**src/hw/rtl/rffvg_pkg.sv**
```systemverilog
// ============================================================================
// rffvg_pkg: shared types and constants
// Types, constants and tables for the radial fill fan vertex generator.
// ============================================================================
package rffvg_pkg;

	localparam int MaxVerticesDef      = 11;
	localparam int AngleFracBitsDef    = 6;
	localparam int CordicIterationsDef = 16;
	localparam int AtanLen             = 24;

	localparam logic [14:0] StartAngleRst   = 15'd5760;
	localparam logic [16:0] SweepFractionRst = 17'd19661;
	localparam logic        ReverseRst      = 1'b1;

	localparam logic [31:0] CordicGainQ30 = 32'd652032875;

	localparam logic [1:0] REG_START_ANGLE = 2'd0;
	localparam logic [1:0] REG_SWEEP       = 2'd1;
	localparam logic [1:0] REG_REVERSE     = 2'd2;

	typedef struct packed {
		logic [15:0] width;
		logic [15:0] height;
		logic [15:0] tex_left;
		logic [15:0] tex_right;
		logic [15:0] tex_top;
		logic [15:0] tex_bottom;
	} req_t;

	typedef struct packed {
		logic [3:0]         vertex_index;
		logic signed [15:0] pos_x;
		logic signed [15:0] pos_y;
		logic [15:0]        tex_u;
		logic [15:0]        tex_v;
		logic               last_vertex;
	} vtx_t;

	typedef enum logic [3:0] {
		ST_IDLE,
		ST_SQRT,
		ST_CENTER,
		ST_CORDIC,
		ST_SCALE,
		ST_DIVU,
		ST_TEXU,
		ST_TEXV,
		ST_EMIT,
		ST_WAIT
	} state_t;

	// controller -> datapath
	typedef struct packed {
		logic load;      // capture request, init sqrt
		logic sqrt_step;
		logic center;    // build center vertex
		logic cor_init;
		logic cor_step;
		logic scale;     // multiply and clamp
		logic div_init_u;
		logic div_init_v;
		logic div_step;
		logic emit;      // load output register
		logic advance;   // step angle
	} cmd_t;

	// datapath -> controller
	typedef struct packed {
		logic sqrt_done;
		logic cor_done;
		logic div_done;
		logic is_last;
	} sts_t;

	function automatic logic [31:0] atan_q20(input logic [4:0] i);
		logic [31:0] r;
		begin
			case (i)
				5'd0: r = 32'd47185920;
				5'd1: r = 32'd27855475;
				5'd2: r = 32'd14718068;
				5'd3: r = 32'd7471121;
				5'd4: r = 32'd3750058;
				5'd5: r = 32'd1876857;
				5'd6: r = 32'd938658;
				5'd7: r = 32'd469357;
				5'd8: r = 32'd234682;
				5'd9: r = 32'd117342;
				5'd10: r = 32'd58671;
				5'd11: r = 32'd29335;
				5'd12: r = 32'd14668;
				5'd13: r = 32'd7334;
				5'd14: r = 32'd3667;
				5'd15: r = 32'd1833;
				5'd16: r = 32'd917;
				5'd17: r = 32'd458;
				5'd18: r = 32'd229;
				5'd19: r = 32'd115;
				5'd20: r = 32'd57;
				5'd21: r = 32'd29;
				5'd22: r = 32'd14;
				5'd23: r = 32'd7;
				default: r = 32'd0;
			endcase
			return r;
		end
	endfunction

endpackage

```
**src/hw/rtl/rffvg_ctrl.sv**
```systemverilog
// ============================================================================
// rffvg_ctrl: sequencer
// Steps through sqrt once, then cordic, scaling and divides per rim vertex.
// ============================================================================
module rffvg_ctrl import rffvg_pkg::*; (
	input  logic clk,
	input  logic arst_n,
	input  logic in_valid,
	output logic in_ready,
	input  logic out_busy,
	input  sts_t sts,
	output cmd_t cmd
);

	state_t state_q, state_d;

	always_ff @(posedge clk or negedge arst_n) begin
		if (!arst_n) begin
			state_q <= ST_IDLE;
		end else begin
			state_q <= state_d;
		end
	end

	always_comb begin
		state_d  = state_q;
		cmd      = '0;
		in_ready = 1'b0;
		case (state_q)
			ST_IDLE: begin
				in_ready = 1'b1;
				if (in_valid) begin
					cmd.load = 1'b1;
					state_d  = ST_SQRT;
				end
			end
			ST_SQRT: begin
				cmd.sqrt_step = 1'b1;
				if (sts.sqrt_done) begin
					state_d = ST_CENTER;
				end
			end
			ST_CENTER: begin
				cmd.center     = 1'b1;
				cmd.div_init_u = 1'b1;
				state_d        = ST_TEXU;
			end
			ST_CORDIC: begin
				cmd.cor_step = 1'b1;
				if (sts.cor_done) begin
					state_d = ST_SCALE;
				end
			end
			ST_SCALE: begin
				cmd.scale      = 1'b1;
				state_d        = ST_DIVU;
			end
			// u divide starts once the scaled position is registered
			ST_DIVU: begin
				cmd.div_init_u = 1'b1;
				state_d        = ST_TEXU;
			end
			ST_TEXU: begin
				if (sts.div_done) begin
					cmd.div_init_v = 1'b1;
					state_d        = ST_TEXV;
				end else begin
					cmd.div_step = 1'b1;
				end
			end
			ST_TEXV: begin
				if (sts.div_done) begin
					state_d = ST_EMIT;
				end else begin
					cmd.div_step = 1'b1;
				end
			end
			ST_EMIT: begin
				if (!out_busy) begin
					cmd.emit = 1'b1;
					if (sts.is_last) begin
						state_d = ST_IDLE;
					end else begin
						state_d = ST_WAIT;
					end
				end
			end
			ST_WAIT: begin
				cmd.advance  = 1'b1;
				cmd.cor_init = 1'b1;
				state_d      = ST_CORDIC;
			end
			default: state_d = ST_IDLE;
		endcase
	end

endmodule

```
**config.mk**
```make
export PLATFORM = sky130hd
export DESIGN_NAME = rffvg_ctrl
export DESIGN_NICKNAME = d
export VERILOG_FILES = /design/src/hw/rtl/rffvg_pkg.sv /design/src/hw/rtl/rffvg_ctrl.sv
export SDC_FILE = /design/constraint.sdc
export NUM_CORES = 1
export LEC_CHECK = 0
export BUFFER_PORTS_ARGS = -buffer_cell sky130_fd_sc_hd__buf_2
export CAP_MARGIN = 20
export CORE_AREA = 10 10 47 49
export CTS_CLUSTER_SIZE = 14
export DETAILED_ROUTE_END_ITERATION = 6
export DIE_AREA = 0 0 57 59
export PLACE_DENSITY = 0.65
export SKIP_CTS_REPAIR_TIMING = 1
export SLEW_MARGIN = 20
export SYNTH_ARGS = -nofsm -noshare
export SYNTH_HDL_FRONTEND = slang
export SYNTH_SLANG_ARGS = --single-unit
```
**constraint.sdc**
```tcl
create_clock -name clk -period 1.5 [get_ports clk]
set_input_delay 0 -clock clk [delete_from_list [all_inputs] [get_ports clk]]
set_output_delay 0 -clock clk [all_outputs]
set_load 0.005 [all_outputs]
```
==> key figures <==
Outcome
  – Outcome: finished with violations
  – Failing checks: setup timing

Finish
  – Top Registers: state_q: 4 flops
  – Fill count: approximately 140
  – Most frequent cells in the layout: buf_2, nor2_1, buf_4
  – Reg area: around 100 um^2
  – Non-Filler Instances: 94
  – Multi-input logic area: approximately 330 um^2
  – Diodes inserted: 0
  – Commonest non-fill, non-tap cell in the layout: buf_2
  – Post-layout util: around 46%
  – Number of flip-flops under the largest register name: 4
  – Layout cells sized above 1: 52.6%
  – Largest Register: state_q
  – # nets final: 88
  – Area Growth Syn to Fin: 66.9%

Timing
  – Crit share post-route: 102%
  – Setup WS post-layout: -0.0303 ns
  – Max Slew Vio Count: 0
  – Hold Fails Final Rpt: 0
  – Post-layout min period: ~1.5 ns
  – Slew HR: a little under three quarters
  – Final setup viols: 2
  – Worst Tran Pin Value: around 0.43 ns
  – RSZ-0062 raised after global routing: yes
  – Clock skew: 0.00242 ns
  – Fmax: roughly 0.65 GHz
  – WHS: between 0.1 and 0.15 ns

Global routing
  – First-pass GRT wire length: just over 2000 um
  – Antenna violations before repair: 0
  – All-Layer GR Usage: ~7.3%
  – GRT Residual Overflow: 0
  – Number of global-route vias before repair: 473
  – Largest net degree at the start of global routing: 14

Floorplan
  – IO Count: 20
  – Die width: 57 um
  – Full die area: around 3400 um^2
  – Die height: a little under 60 um
  – Initial Util: 27.8%
  – Core Area: around 1400 um^2
  – Rows: 14

Detailed routing
  – WL/cell: approximately 14 um
  – Avg Vias per Cell: between 4 and 5
  – DR vias: 464
  – ANT nets after route: 0
  – DRC: 0
  – First drt pass iteration count: 4
  – Routed Wire Length: ~1300 um
  – Starting DRC count in detailed routing: 3

Setup path
  – FF-to-FF setup slack: -0.03 ns
  – CP Class: flip-flop to flip-flop
  – R2R Path End: state_q[0]
  – Reg2Reg Depth: 4
  – Crit path from: state_q[0]
  – Req. time, crit path: roughly 1.6 ns
  – Max Fanout on Critical Path: 3
  – Worst r2r src: state_q[0]
  – CP Capture Type: flip-flop
  – Worst Setup Start Kind: flip-flop
  – Arr. time, crit path: roughly 1.6 ns

Synthesis
  – Syn_nets: 61
  – Area leader, netlist: dfrtp_1
  – Syn. warnings: 0
  – Top post-synthesis cells by area: dfrtp_1, nand2b_1, nor2_1
  – Register area share after synthesis: 25.7%
  – Syn avg cell area: ~7.3 um^2
  – Synth Register Bits: 4
  – Top cell type's share of synthesized area: 25.7%
  – Synthesized cell area: around 390 um^2
  – Post-synthesis cell type count: 25
  – Post-Synthesis Cells: 53

Job
  – Max-cap viol count: 0

Power and ir drop
  – Peak VDD IR: about 1300 uV
  – Total Power: between 1.5 and 2 mW
  – Pwr Density: about 2400 nW/um^2
  – Leakage power total: approximately 0.32 nW

Place
  – DP Worst Slack: -0.0242 ns
  – Cell Count Post-Placement: 90
  – GPL Wtd Cong: approximately 0.85
  – Port buffer count: 19
  – Detail Placement HPWL: 1000 um

CTS
  – Reg clk slew, reported paths: roughly 0.04 ns
  – Clk buf depth: 2
  – H-tree Lvls: 1
  – Number of buffers created by CTS: 3
  – Clock Latency Late Sink: 0.23 ns
  – Root buf cell: clkbuf_4
  – CTS tree: yes
  – Clock Sinks: 4

Worst hold path
  – Path type of the worst min-delay path: input port to asynchronous set/reset pin
report_power, final:
part | internal [mW] | switching, mW
logic | 0.594 | 0.575
clock network | 0.0892 | 0.0395
registers | 0.168 | 0.0747
total | 0.852 | 0.689
through the flow:
| stage | cell area [um^2] | setup TNS [ns] |
|---|---|---|
| floorplan | 389 | 0 |
| global placement | 538 | 0 |
| detailed placement | 538 | -0.0468 |
| CTS | 561 | -0.0901 |
| global route | 649 | -0.192 |
| finish | 649 | -0.0586 |
kinds of logic (layout without fill, tap and decap cells):
kind of cell,after synthesis,count (layout),synth area share (%)
AOI/OAI and AO/OA,11,11,19.6
buffers and inverters,7,32,7.72
DFF,4,4,25.7
muxes,2,2,5.79
and+or+nand+nor,29,29,41.2
cell usage after synthesis:
cell and instances:
a21o_1 1, buf_4 1, nor2b_1 1, a311oi_2 1, nor2_1 8, o22ai_1 1
nor4_1 2, a31oi_1 1, nor3_1 3, nand2_1 2, nand2b_1 6, nor3b_1 1
clkbuf_1 5, or3b_1 1, a21oi_2 1, nand3b_1 2, mux2_1 2, o21ai_0 1
nor4b_1 1, o21bai_1 1, nand3_1 1, a21oi_1 4, dfrtp_1 4, inv_1 1
and2_1 1
cell type report:
| cell class | count | share of cell area, % |
|---|---|---|
| multi-input combinational | 42 | 50.9 |
| clock buffer | 3 | 3.47 |
| inverter | 1 | 0.578 |
| tap | 16 | 3.08 |
| sequential | 4 | 15.4 |
| timing repair buffer | 28 | 26.6 |
worst max-delay path by stage:
stage	endpoint	slack [ns]	depth (start not counted)
after floorplan	state_q[0]	0.06	4
after global placement	state_q[3]	0.06	4
after detailed placement	state_q[0]	-0.02	4
after CTS	state_q[0]	-0.04	4
after global routing	state_q[3]	-0.08	3
final	state_q[0]	-0.03	4
metal layers:
layer  track usage, %  wire length, um  vias to the layer above
met5                0                0                        -
met4             3.02               23                        0
met3             3.43               64                        2
met1             7.89              512                      212
li1                 -                -                      238
met2             12.1              705                       12
worst max-delay path, stage by stage, from the launching register on:
cell	delay (ns)
dfrtp_1	0.42
or3b_4	0.42
a21oi_4	0.17
a311oi_4	0.07
mux2_4	0.34
Note: power is estimated with default switching activity, not from simulation.
